<file path="src/rtl/clt_pkg.sv">
// Shared types and constants for the command line tokenizer.
`timescale 1ns / 1ps

package clt_pkg;

    localparam int MAX_ARGS_DEF     = 8;
    localparam int MAX_WORD_LEN_DEF = 32;

    localparam logic [7:0] CH_NEWLINE = 8'h0A;
    localparam logic [7:0] CH_QUOTE   = 8'h22;
    localparam logic [7:0] CH_SPACE   = 8'h20;

    localparam int TOK_OUT_W = 4;
    localparam int POS_OUT_W = 5;

    typedef enum logic [1:0] {
        ERR_NONE     = 2'd0,
        ERR_TOO_MANY = 2'd1,
        ERR_TOO_LONG = 2'd2
    } t_err;

    typedef struct packed {
        logic                 store_valid;
        logic [TOK_OUT_W-1:0] token_index;
        logic [POS_OUT_W-1:0] char_position;
        logic [7:0]           char_out;
        logic                 line_done;
        logic [TOK_OUT_W-1:0] arg_count;
        t_err                 error_code;
    } t_result;

endpackage

</file>
<file path="src/rtl/clt_tokenizer.sv">
// Tokenizer state registers and the per-character step logic.
`timescale 1ns / 1ps

module clt_tokenizer
    import clt_pkg::*;
#(
    parameter int MAX_ARGS     = MAX_ARGS_DEF,
    parameter int MAX_WORD_LEN = MAX_WORD_LEN_DEF
) (
    input  logic       i_clk,
    input  logic       i_rst_n,
    input  logic       i_en,
    input  logic [7:0] i_ch,
    input  logic       i_last,
    output logic       o_has_result,
    output t_result    o_result
);

    localparam int TOK_W = $clog2(MAX_ARGS + 2);
    localparam int POS_W = $clog2(MAX_WORD_LEN + 1);

    logic             r_cap, n_cap;
    logic             r_quo, n_quo;
    logic [TOK_W-1:0] r_tok, n_tok;
    logic [POS_W-1:0] r_pos, n_pos;
    t_err             r_err, n_err;

    logic             want;
    logic             store;
    logic             done;
    logic [TOK_W-1:0] fin_tok;
    logic [TOK_W-1:0] cnt;
    logic [TOK_W-1:0] s_tok;
    logic [POS_W-1:0] s_pos;
    logic [TOK_W+TOK_OUT_W-1:0] tok_ext;
    logic [TOK_W+TOK_OUT_W-1:0] cnt_ext;
    logic [POS_W+POS_OUT_W-1:0] pos_ext;

    always_comb begin
        n_cap   = r_cap;
        n_quo   = r_quo;
        n_tok   = r_tok;
        n_pos   = r_pos;
        n_err   = r_err;
        want    = 1'b0;
        store   = 1'b0;
        done    = 1'b0;
        s_tok   = '0;
        s_pos   = '0;
        fin_tok = '0;
        cnt     = '0;

        if (i_ch == CH_NEWLINE) begin
            done = 1'b1;
        end else if (r_err == ERR_NONE) begin
            if (r_cap) begin
                if (i_ch == (r_quo ? CH_QUOTE : CH_SPACE)) begin
                    n_cap = 1'b0;
                    n_quo = 1'b0;
                    n_pos = '0;
                    n_tok = r_tok + 1'b1;
                    if (n_tok > TOK_W'(MAX_ARGS)) begin
                        n_err = ERR_TOO_MANY;
                    end
                end else begin
                    want = 1'b1;
                end
            end else if (i_ch == CH_QUOTE) begin
                n_cap = 1'b1;
                n_quo = 1'b1;
                n_pos = '0;
            end else if (i_ch != CH_SPACE) begin
                n_cap = 1'b1;
                n_quo = 1'b0;
                n_pos = '0;
                want  = 1'b1;
            end
            if (want) begin
                if (n_pos >= POS_W'(MAX_WORD_LEN)) begin
                    n_err = ERR_TOO_LONG;
                end else begin
                    store = 1'b1;
                    s_tok = r_tok;
                    s_pos = n_pos;
                    n_pos = n_pos + 1'b1;
                end
            end
        end

        if (i_last) begin
            done = 1'b1;
        end

        if (done) begin
            // a word still open counts unless an error cut the line short
            fin_tok = n_tok + TOK_W'(n_cap && (n_err == ERR_NONE));
            cnt     = (fin_tok != '0) ? fin_tok - 1'b1 : '0;
        end
    end

    assign tok_ext = {{TOK_OUT_W{1'b0}}, s_tok};
    assign cnt_ext = {{TOK_OUT_W{1'b0}}, cnt};
    assign pos_ext = {{POS_OUT_W{1'b0}}, s_pos};

    always_comb begin
        o_result               = '0;
        o_result.store_valid   = store;
        o_result.token_index   = tok_ext[TOK_OUT_W-1:0];
        o_result.char_position = pos_ext[POS_OUT_W-1:0];
        o_result.char_out      = store ? i_ch : 8'h00;
        o_result.line_done     = done;
        o_result.arg_count     = cnt_ext[TOK_OUT_W-1:0];
        o_result.error_code    = done ? n_err : ERR_NONE;
    end

    assign o_has_result = store || done;

    always_ff @(posedge i_clk) begin
        if (!i_rst_n) begin
            r_cap <= 1'b0;
            r_quo <= 1'b0;
            r_tok <= '0;
            r_pos <= '0;
            r_err <= ERR_NONE;
        end else if (i_en) begin
            if (done) begin
                r_cap <= 1'b0;
                r_quo <= 1'b0;
                r_tok <= '0;
                r_pos <= '0;
                r_err <= ERR_NONE;
            end else begin
                r_cap <= n_cap;
                r_quo <= n_quo;
                r_tok <= n_tok;
                r_pos <= n_pos;
                r_err <= n_err;
            end
        end
    end

`ifndef SYNTHESIS
    a_pos_bound: assert property (@(posedge i_clk) disable iff (!i_rst_n)
        r_pos <= POS_W'(MAX_WORD_LEN))
        else $error("position counter past word limit");

    a_tok_bound: assert property (@(posedge i_clk) disable iff (!i_rst_n)
        (r_err == ERR_NONE) |-> (r_tok <= TOK_W'(MAX_ARGS)))
        else $error("token counter past limit without error");

    a_done_clears: assert property (@(posedge i_clk) disable iff (!i_rst_n)
        (i_en && done) |=> (!r_cap && r_tok == '0 && r_err == ERR_NONE))
        else $error("state not cleared after line end");
`endif

endmodule

</file>
<file path="src/rtl/command_line_tokenizer.sv">
// Top level: input register, tokenizer step and output register.
//
// Input channel: i_in_valid / o_in_stall with i_ch and i_last; one
// character is accepted at an edge where i_in_valid is high and
// o_in_stall is low. Output channel: o_out_valid / i_out_stall with one
// port per result field; a result is taken when o_out_valid is high
// and i_out_stall is low.
// A character produces a result if it is stored into a token or ends
// the line (newline or i_last); other characters produce none.
// The character goes from the input register through the step logic
// into the result register; o_out_valid rises when the result register
// is loaded with the output of the step logic.
// Throughput: one character per cycle while the receiver does not stall;
// the token state update is a registered loop around the step logic.
// Reset (synchronous, active low) empties both registers and clears the
// tokenizer state. While the receiver stalls, the result is held; an
// empty input register takes one more character, then o_in_stall rises.
`timescale 1ns / 1ps

module command_line_tokenizer
    import clt_pkg::*;
#(
    parameter int MAX_ARGS     = MAX_ARGS_DEF,
    parameter int MAX_WORD_LEN = MAX_WORD_LEN_DEF
) (
    input  logic                 i_clk,
    input  logic                 i_rst_n,
    input  logic                 i_in_valid,
    output logic                 o_in_stall,
    input  logic [7:0]           i_ch,
    input  logic                 i_last,
    output logic                 o_out_valid,
    input  logic                 i_out_stall,
    output logic                 o_store_valid,
    output logic [TOK_OUT_W-1:0] o_token_index,
    output logic [POS_OUT_W-1:0] o_char_position,
    output logic [7:0]           o_char_out,
    output logic                 o_line_done,
    output logic [TOK_OUT_W-1:0] o_arg_count,
    output logic [1:0]           o_error_code
);

    logic       r_in_valid;
    logic [7:0] r_ch;
    logic       r_last;
    logic       r_out_valid;
    t_result    r_res;

    logic       advance;
    logic       in_accept;
    logic       step_en;
    logic       has_result;
    t_result    step_res;

    assign advance   = !r_out_valid || !i_out_stall;
    assign o_in_stall = r_in_valid && !advance;
    assign in_accept = i_in_valid && !o_in_stall;
    assign step_en   = r_in_valid && advance;

    clt_tokenizer #(
        .MAX_ARGS     (MAX_ARGS),
        .MAX_WORD_LEN (MAX_WORD_LEN)
    ) u_tok (
        .i_clk        (i_clk),
        .i_rst_n      (i_rst_n),
        .i_en         (step_en),
        .i_ch         (r_ch),
        .i_last       (r_last),
        .o_has_result (has_result),
        .o_result     (step_res)
    );

    always_ff @(posedge i_clk) begin
        if (!i_rst_n) begin
            r_in_valid <= 1'b0;
        end else if (in_accept) begin
            r_in_valid <= 1'b1;
        end else if (advance) begin
            r_in_valid <= 1'b0;
        end
    end

    always_ff @(posedge i_clk) begin
        if (in_accept) begin
            r_ch   <= i_ch;
            r_last <= i_last;
        end
    end

    always_ff @(posedge i_clk) begin
        if (!i_rst_n) begin
            r_out_valid <= 1'b0;
        end else if (advance) begin
            r_out_valid <= step_en && has_result;
        end
    end

    always_ff @(posedge i_clk) begin
        if (step_en) begin
            r_res <= step_res;
        end
    end

    assign o_out_valid     = r_out_valid;
    assign o_store_valid   = r_res.store_valid;
    assign o_token_index   = r_res.token_index;
    assign o_char_position = r_res.char_position;
    assign o_char_out      = r_res.char_out;
    assign o_line_done     = r_res.line_done;
    assign o_arg_count     = r_res.arg_count;
    assign o_error_code    = r_res.error_code;

`ifndef SYNTHESIS
    a_result_kind: assert property (@(posedge i_clk) disable iff (!i_rst_n)
        r_out_valid |-> (r_res.store_valid || r_res.line_done))
        else $error("result that neither stores nor ends the line");

    a_no_store_zero: assert property (@(posedge i_clk) disable iff (!i_rst_n)
        (r_out_valid && !r_res.store_valid) |->
        (r_res.token_index == '0 && r_res.char_position == '0 && r_res.char_out == 8'h00))
        else $error("store fields not zero without a store");

    a_stall_blocks_step: assert property (@(posedge i_clk) disable iff (!i_rst_n)
        (r_out_valid && i_out_stall) |-> !step_en)
        else $error("step taken while the result register is held");
`endif

endmodule
</file>
<file path="config.mk">
export PLATFORM = sky130hd
export DESIGN_NAME = command_line_tokenizer
export DESIGN_NICKNAME = d
export VERILOG_FILES = /design/src/rtl/clt_pkg.sv /design/src/rtl/clt_tokenizer.sv /design/src/rtl/command_line_tokenizer.sv
export SDC_FILE = /design/constraint.sdc
export NUM_CORES = 1
export LEC_CHECK = 0
export ABC_AREA = 0
export BUFFER_PORTS_ARGS = -buffer_cell sky130_fd_sc_hd__clkbuf_2
export CORE_AREA = 3 3 65 91
export CTS_BUF_LIST = sky130_fd_sc_hd__clkbuf_8
export DETAILED_ROUTE_END_ITERATION = 6
export DIE_AREA = 0 0 68 94
export PLACE_DENSITY = 0.76
export REMOVE_ABC_BUFFERS = 1
export SYNTH_ARGS = -nofsm -noshare
export SYNTH_HDL_FRONTEND = slang
export SYNTH_HIERARCHICAL = 1
export SYNTH_SLANG_ARGS = --single-unit
</file>
<file path="constraint.sdc">
create_clock -name i_clk -period 3.9 [get_ports i_clk]
set_input_delay 0 -clock i_clk [delete_from_list [all_inputs] [get_ports i_clk]]
set_output_delay 0 -clock i_clk [all_outputs]
set_load 0.02 [all_outputs]
</file>
**Yosys cells after proc, flatten, opt, wreduce, memory -nomap -nowiden**

Cells that the tools add are included.

- Input bits: 13
- Bits in latches: 0
- Memory bits (writable): 0
- Output and inout bits: 27
- Word-level logic and storage cells: 102
- ROM bits: 0
- Register bits: 50
- Memories kept: 0

- Multiplexer cells: 51
- $add $sub $neg: 4
- Bitwise logic cells: 2
- Shift-type cells: 0
- Multiply operators: 0
- Magnitude comparators: 2
- Equality and inequality tests: 6
- Reductions and logical operators: 21
- Divide/modulo/power cells: 0

Operators with widths:

| operator | number |
|---|---|
| 6-bit two-way mux | 11 |
| 1-bit two-way mux | 26 |
| 4-bit two-way mux | 5 |
| 2-bit two-way mux | 9 |
| 8-bit by 4-bit == test with 1-bit output, second input constant | 1 |
| 8-bit by 6-bit == test with 1-bit output, second input constant | 1 |
| 8-bit == test | 1 |
| 8-bit by 6-bit != test with 1-bit output, second input constant | 1 |
| 4-bit nonzero test | 2 |
| 6-bit by 1-bit adder with 6-bit output, second input constant | 1 |
| 6-bit greater-or-equal comparator, second input constant | 1 |
| 1-bit logical AND | 5 |
| 5-bit AND reduction | 1 |
| 4-bit by 1-bit adder with 4-bit output | 1 |
| 4-bit by 1-bit adder with 4-bit output, second input constant | 1 |
| 4-bit greater-than comparator, second input constant | 1 |
| 1-bit zero test | 4 |
| 2-bit zero test | 2 |
| 2-bit nonzero test | 2 |
| 4-bit OR reduction | 1 |
| 4-bit by 1-bit subtractor with 4-bit output, second input constant | 1 |
| 3-bit != test, second input constant | 1 |
| 3-bit AND reduction | 1 |
| 1-bit logical OR | 2 |
| 3 further kinds | 4 |

**Longest topological paths before layout**

Gate-level depths: netlist (run 1).

- Depth in word-level cells: 16
- Mapped depth: 14
- Mapped depth without buffers: 13

**Cells and area by module**

Netlist (run 1), hierarchy kept.

By module, submodules not included:

| module | sequential area each (um^2) | area an instance (um^2) | instances | cells an instance |
|---|---|---|---|---|
| clt_tokenizer | 280.3 | 1601.5 | 1 | 223 |
| command_line_tokenizer | 1061.0 | 1107.3 | 1 | 42 |

**Worst setup path after synthesis (run 1)**

No wires, ideal clock.

- Kind: reg-to-reg
- Start point: register r_out_valid (netlist: o_out_valid)
- End point: register u_tok.r_quo
- Setup time: 111 ps
- Cell stages (with the launch flop): 6
- Data required time: 3789 ps
- Data arrival time: 3721 ps
- Setup slack: 68 ps
- Buffers on the path: 0
- Clock period less this slack: 3832 ps
- Cell sequence: dfxtp_1 a21boi_0 o21ai_0 o31ai_1 o31a_1 nor2_1

- Longest elaborated chain between the ends: 4

Ends and longest elaborated chain:

| what | RTL line | RTL |
|---|---|---|
| from (decl) | command_line_tokenizer.sv:46 | `logic r_out_valid;` |
| from (signal assigned) | command_line_tokenizer.sv:94 | `r_out_valid <= step_en && has_result;` |
| 1-bit zero test | command_line_tokenizer.sv:55 | `assign advance = !r_out_valid \|\| !i_out_stall;` |
| 1-bit logical OR | command_line_tokenizer.sv:55 |  |
| 1-bit logical AND | command_line_tokenizer.sv:58 | `assign step_en = r_in_valid && advance;` |
| named net step_en | command_line_tokenizer.sv:51 | `logic step_en;` |
| 5-bit AND reduction (no line) | -- |  |
| to (signal assigned) | clt_tokenizer.sv:134 | `r_quo <= n_quo;` |
| to (decl) | clt_tokenizer.sv:23 | `logic r_quo, n_quo;` |

The timed path passes the listed nets, and every way through them passes these cells.
A chain may end at the register's enable or synchronous reset.

**Final worst setup path (run 1)**

- Start point: register r_ch[0]
- End point: register r_res, in the netlist o_arg_count[2], data pin

- Longest elaborated chain between the ends: 16
- Elaborated cells between the ends (all ways): 39
- Classes of those cells: 2 x add/sub; 1 x order compare; 4 x eq/ne; 28 x mux; 4 x reduce/logical

Ends and longest elaborated chain:

| what | RTL line | RTL |
|---|---|---|
| from (decl) | command_line_tokenizer.sv:44 | `logic [7:0] r_ch;` |
| from (signal assigned) | command_line_tokenizer.sv:85 | `r_ch <= i_ch;` |
| parallel branches: the longest is 16 deep, another holds 6-bit greater-or-equal comparator | -- |  |
| to (signal assigned) | command_line_tokenizer.sv:100 | `r_res <= step_res;` |
| to (decl) | command_line_tokenizer.sv:47 | `t_result r_res;` |

Several ways; the timed one is not identified. The select of a mux whose other input is x is not followed.

==> flow_metrics.env, run 1 <==
export IMPL_drtIter0Drc=177
export IMPL_arrival_ps=3450
export IMPL_ys_seq_area_frac=0.495
export IMPL_synth_area_leaders="edfxtp_1 (38%), dfxtp_1 (12%), nand2_1 (3.9%), and2_1 (3.5%), a21oi_1 (3.3%)"
export IMPL_cts_resized=0
export IMPL_grt_max_degree=25
export IMPL_ys_types=52
export IMPL_die_area_um2=6390
export IMPL_grt_pass1_wl_mm=9.97
export IMPL_critPathLaunchType="flop"
export IMPL_drcViolationCount=0
export IMPL_grtUsageTotal=0.206
export IMPL_initial_core_util=0.521
export IMPL_design_area_um2=3130
export IMPL_numPlacedInstances=360
export IMPL_grt_pass1_vias=2125
export IMPL_yosysWarnings=6
export IMPL_finalCritPeriodShare=0.871
export IMPL_report_final_setup_viol=0
export IMPL_port_buffers=39
export IMPL_place_gp_congestion=0.927
export IMPL_synth_area_leader_cell="edfxtp_1"
export IMPL_synthCells=265
export IMPL_numClockSinks=50
export IMPL_fin_nets=330
export IMPL_grt_ovfl_total=0
export IMPL_fmax_mhz=294
export IMPL_setup_ws_ps=501
export IMPL_p_per_area_nw_per_um2=322
export IMPL_synthToLayoutAreaGrowth_pct=15.6
export IMPL_maxSlewViolCount=0
export IMPL_cts_clk_slew_worst_paths_ps=100
export IMPL_slew_headroom=0.365
export IMPL_wl_per_cell_um=15.7
export IMPL_synthArstFlopShare=0
export IMPL_synthFlopType="edfxtp_1"
export IMPL_critical_path_class="flop to flop"
export IMPL_ys_ff_latch=50
export IMPL_synth_avg_cell_area_um2=10.2
export IMPL_h_tree_depth=2
export IMPL_dp_hpwl_mm=4.25
export IMPL_final_cells=378
export IMPL_maxCapViolations=0
export IMPL_cts_tree="built"
export IMPL_insertedDiodeCount=0
export IMPL_syn_cell_area_um2=2710
export IMPL_ios=40
export IMPL_layout_drive_gt1_share=0.202
export IMPL_crit_fanout=8
export IMPL_via_per_inst=5.76
export IMPL_outcome="completed"
export IMPL_worst_skew_pair_late_latency_ps=310
export IMPL_pre_cts_slack_ps=564
export IMPL_cp_required_ps=3950
export IMPL_synth_top_area_frac=0.377
export IMPL_vias=2177
export IMPL_ir_worst_vdd_mv=0.157
export IMPL_period_needed_ps=3400
export IMPL_cts_made_buffers=5
export IMPL_die_w_um=68
export IMPL_cts_root_buf="clkbuf_8"
export IMPL_clk_path_buf_depth=2
export IMPL_fin_worst_skew_ps=9.52
export IMPL_worstMarginPinSlew_ps=950
export IMPL_p_leak_nw=1.21
export IMPL_row_count=31
export IMPL_placed_area_um2=2940
export IMPL_fin_util=0.602
export IMPL_rsz0062_at_grt="no"
export IMPL_hp_class="primary input to flop"
export IMPL_drt_pass1_iterations=4
export IMPL_core_area_um2=5200
export IMPL_dieHeight_um=94
export IMPL_timing_final_hold_violations=0
export IMPL_endpoint_kind="flop"
export IMPL_cts_hold_buf=10
export IMPL_synth_edf_count=34
export IMPL_drtAntennaViolNets=0
export IMPL_wl_mm=5.95
export IMPL_antenna_found_initial=0
export IMPL_postCtsSetupRepairBufs=0
layout by cell type, fill, tap and decap left out, types with 3 or more instances in the layout:
cell           instances
o21ai_0               18
a21oi_1               18
nor2_1                19
a32oi_1                4
edfxtp_1              34
clkbuf_8               5
dlygate4sd3_1         10
inv_1                  8
and3_1                 9
nor2b_1               10
a41oi_1                3
dfxtp_1               16
xor2_1                 3
and2_1                15
nand2_1               28
nor3_1                10
ha_1                   6
clkbuf_2              39
buf_4                  3
nand3_1                8
area by class of cell:
cell class | instances | area [µm²]
Clock inverter | 3 | 25.0
Multi-Input combinational cell | 194 | 1260
Fill cell | 442 | 2070
Timing Repair Buffer | 52 | 318
Sequential cell | 50 | 1340
Inverter | 8 | 30.0
Clock buffer | 5 | 68.8
Tap cell | 66 | 82.6
metrics by stage:
| stage | TNS [ps] | total power [mW] | hold slack, ps |
|---|---|---|---|
| 4_1_cts | 0 | 1.02 | 36.0 |
| 5_1_grt | 0 | 1.05 | 52.8 |
| 3_3_place_gp | 0 | 0.702 | 179 |
| 2_1_floorplan | -1960 | 0.668 | 98.9 |
| 3_5_place_dp | 0 | 0.704 | 179 |
| 6_report | 0 | 1.01 | 38.3 |
report_power, final:
group          internal [mW]  switching (mW)
logic                 0.0388          0.0607
clock network          0.130           0.178
registers              0.585          0.0144
synth_stat cells, types with 3 or more instances:
| cell | n |
|---|---|
| a21oi_1 | 18 |
| edfxtp_1 | 34 |
| a41oi_1 | 3 |
| a32oi_1 | 4 |
| nor2b_1 | 10 |
| nor2_1 | 19 |
| nand3_1 | 8 |
| clkbuf_1 | 7 |
| o21ai_0 | 18 |
| and3_1 | 9 |
| nand2_1 | 28 |
| ha_1 | 6 |
| buf_4 | 4 |
| inv_1 | 8 |
| dfxtp_1 | 16 |
| xor2_1 | 3 |
| nor3_1 | 10 |
| and2_1 | 15 |
kinds of logic after synthesis:
logic type	share of synthesized area
flops	0.495
simple gates	0.249
fa+ha+maj	0.0277
buf+inv	0.0420
xor+xnor	0.0351
compound gates	0.151
final timing paths:
check                                    start             end  slack [ps]  depth (start not counted)
worst min register to register  u_tok/r_pos[1]  u_tok/r_pos[1]         500                          1
worst max-delay path                   r_ch[0]  o_arg_count[2]         500                         12
worst min-delay path               i_out_stall     o_out_valid          40                          3
worst max register to register         r_ch[0]  o_arg_count[2]         500                         12
worst max-delay path: stages (launching register included):
cell and delay [ps]:
edfxtp_1 450, nor2_1 400, nand3_1 280, nor2_1 270, a21oi_1 170, and3_1 200, ha_1 240, ha_1 310
inv_1 50, ha_1 260, nor3_1 260, xor2_1 170, a211oi_1 80
sequential cells by signal (all words and copies together), names as in the netlist:
register and flops:
u_tok/r_err 2, u_tok/r_quo 1, r_last 1, o_error_code 2, r_in_valid 1, r_ch 8
u_tok/r_tok 4, o_char_position 5, o_token_index 4, u_tok/r_cap 1, u_tok/r_pos 6, o_line_done 1
o_arg_count 4, o_store_valid 1, o_out_valid 1, o_char_out 8
layer usage:
layer / wire length (µm) / up-vias / global-route usage
li1: - / 1063 / -
met1: 2290 / 1022 / 0.236
met2: 3190 / 78 / 0.357
met3: 340 / 14 / 0.0287
met4: 133 / 0 / 0.111
met5: 0 / - / 0
Note: power is estimated with default switching activity, not from simulation.
==> inputs of run 2 (changes only) <==
REMOVE_ABC_BUFFERS = not set   (was 1)
SETUP_SLACK_MARGIN = 0.15   (was not set)
==> flow_metrics.env, run 2 (synthesis gave the netlist of run 1 again) <==
export IMPL_grt_use_met2=0.356
export IMPL_timing_final_hold_violations=0
export IMPL_setup_ws_ps=490
export IMPL_setup_worst_path_start="r_ch[0]"
export IMPL_numClockSinks=50
export IMPL_grt_max_degree=23
export IMPL_wl_mm=6.25
export IMPL_maxSlewViolCount=0
export IMPL_hold_depth=3
export IMPL_ir_worst_vdd_mv=0.296
export IMPL_fin_nets=332
export IMPL_holdPathEnd="o_out_valid"
export IMPL_r2r_start="r_ch[0]"
export IMPL_drt_pass1_iterations=5
export IMPL_worstMarginPinSlew_ps=873
export IMPL_via_per_inst=5.95
export IMPL_fmax_mhz=293
export IMPL_fin_util=0.610
export IMPL_outcome="completed"
export IMPL_clk_path_buf_depth=2
export IMPL_grtUsageTotal=0.213
export IMPL_power_mw=1.09
export IMPL_final_cell_mix="clkbuf_2 (39), edfxtp_1 (34), nand2_1 (28)"
export IMPL_vias=2260
export IMPL_ios=40
export IMPL_core_area_um2=5200
export IMPL_pre_cts_slack_ps=640
export IMPL_final_cells=380
export IMPL_synthToLayoutAreaGrowth_pct=17.0
export IMPL_cts_hold_buf=10
export IMPL_worstHoldStart="i_out_stall"
export IMPL_die_area_um2=6390
export IMPL_critPathLaunchType="flop"
export IMPL_cts_clk_slew_worst_paths_ps=100
export IMPL_layout_drive_gt1_share=0.207
export IMPL_postCtsSetupRepairBufs=0
export IMPL_cp_slowest_cell="edfxtp_1"
export IMPL_critical_path_max_stage_delay_ps=500
export IMPL_slew_headroom=0.416
export IMPL_endpoint_kind="flop"
export IMPL_dieHeight_um=94
export IMPL_fin_worst_skew_ps=14.0
export IMPL_maxCapViolations=0
export IMPL_top_usage_layer="met2"
export IMPL_hp_class="primary input to flop"
export IMPL_path_common_cell="ha_1"
export IMPL_drtIter0Drc=186
export IMPL_p_leak_nw=1.23
export IMPL_grt_util_met1=0.249
export IMPL_dp_hpwl_mm=4.32
export IMPL_rsz0062_at_grt="no"
export IMPL_r2r_slack_ps=490
export IMPL_arrival_ps=3480
export IMPL_drtAntennaViolNets=0
export IMPL_layout_commonest_cell="clkbuf_2"
export IMPL_grt_pass1_wl_mm=10.2
export IMPL_h_tree_depth=2
export IMPL_cts_root_buf="clkbuf_8"
export IMPL_cp_top_family="simple AND/OR/NAND/NOR gates"
export IMPL_design_area_um2=3170
export IMPL_rr_endpoint="o_arg_count[2]"
export IMPL_cp_required_ps=3970
export IMPL_p_per_area_nw_per_um2=343
export IMPL_grt_pass1_vias=2153
export IMPL_critPathBufInv=1
export IMPL_row_count=31
export IMPL_report_final_setup_viol=0
export IMPL_worst_skew_pair_late_latency_ps=320
export IMPL_holdWs_ps=14.2
export IMPL_critical_path_class="flop to flop"
export IMPL_cts_resized=0
export IMPL_finalCritPeriodShare=0.874
export IMPL_antenna_found_initial=0
export IMPL_numPlacedInstances=362
export IMPL_worstRegToRegCells=12
export IMPL_cts_tree="built"
export IMPL_placed_area_um2=2950
export IMPL_period_needed_ps=3410
export IMPL_drcViolationCount=0
export IMPL_met3_usage=0.0407
export IMPL_place_gp_congestion=0.946
export IMPL_insertedDiodeCount=0
export IMPL_setup_tns_ps=0
export IMPL_grt_ovfl_total=0
export IMPL_port_buffers=39
export IMPL_initial_core_util=0.521
export IMPL_wl_per_cell_um=16.5
export IMPL_synth_net_count=284
export IMPL_die_w_um=68
export IMPL_crit_fanout=8
export IMPL_crit_chain="nor2_1 -> nand3_1 -> nor2_1 -> a21oi_1 -> and3_1 -> ha_1 -> ha_1 -> inv_1 -> ha_1 -> nor3_1 -> xor2_1 -> a211oi_1"
export IMPL_cts_made_buffers=5
-- run 2: changes by cell type in the layout (fill, tap and decap cells not counted) --
cell	previous run	this run
bufinv_16	0	1
buf_4	3	5
clkinv_4	1	0
clkinvlp_4	1	0
inv_6	1	2
-- run 2: layer usage --
metal / part of all wire / routed length [µm] / vias up
met5: 0 / 0 / -
met4: 0.035 / 217 / 0
met3: 0.071 / 445 / 24
met2: 0.52 / 3250 / 123
met1: 0.37 / 2340 / 1045
li1: - / - / 1068
-- run 2: where the power goes --
part | switching [mW] | internal, mW | leakage [nW]
registers | 0.0153 | 0.585 | 0.454
logic | 0.0622 | 0.0396 | 0.718
clock network | 0.188 | 0.196 | 0.0591
total | 0.265 | 0.821 | 1.23
-- run 2: final cells by class --
class	instances	area [µm²]
Timing Repair Buffer	54	333
Fill cell	439	2030
Multi-Input combinational cell	194	1260
Tap cell	66	82.6
Clock buffer	5	68.8
Clock inverter	3	47.5
Sequential cell	50	1340
Inverter	8	30.0
-- run 2: worst reg2reg max path, cell delays in order (launching register included) --
cell	delay, ps
edfxtp_1	500
nor2_1	410
nand3_1	290
nor2_1	270
a21oi_1	140
and3_1	190
ha_1	230
ha_1	300
inv_1	50
ha_1	260
nor3_1	270
xor2_1	170
a211oi_1	80
-- run 2: how the worst max path moves through the flow --
stage,cells after the start,endpoint,slack (ps)
2_1_floorplan,5,u_tok/r_quo,1000
3_3_place_gp,13,o_arg_count[2],810
3_5_place_dp,12,o_arg_count[2],640
4_1_cts,12,o_arg_count[2],590
5_1_grt,12,o_arg_count[2],260
6_report,12,o_arg_count[2],490
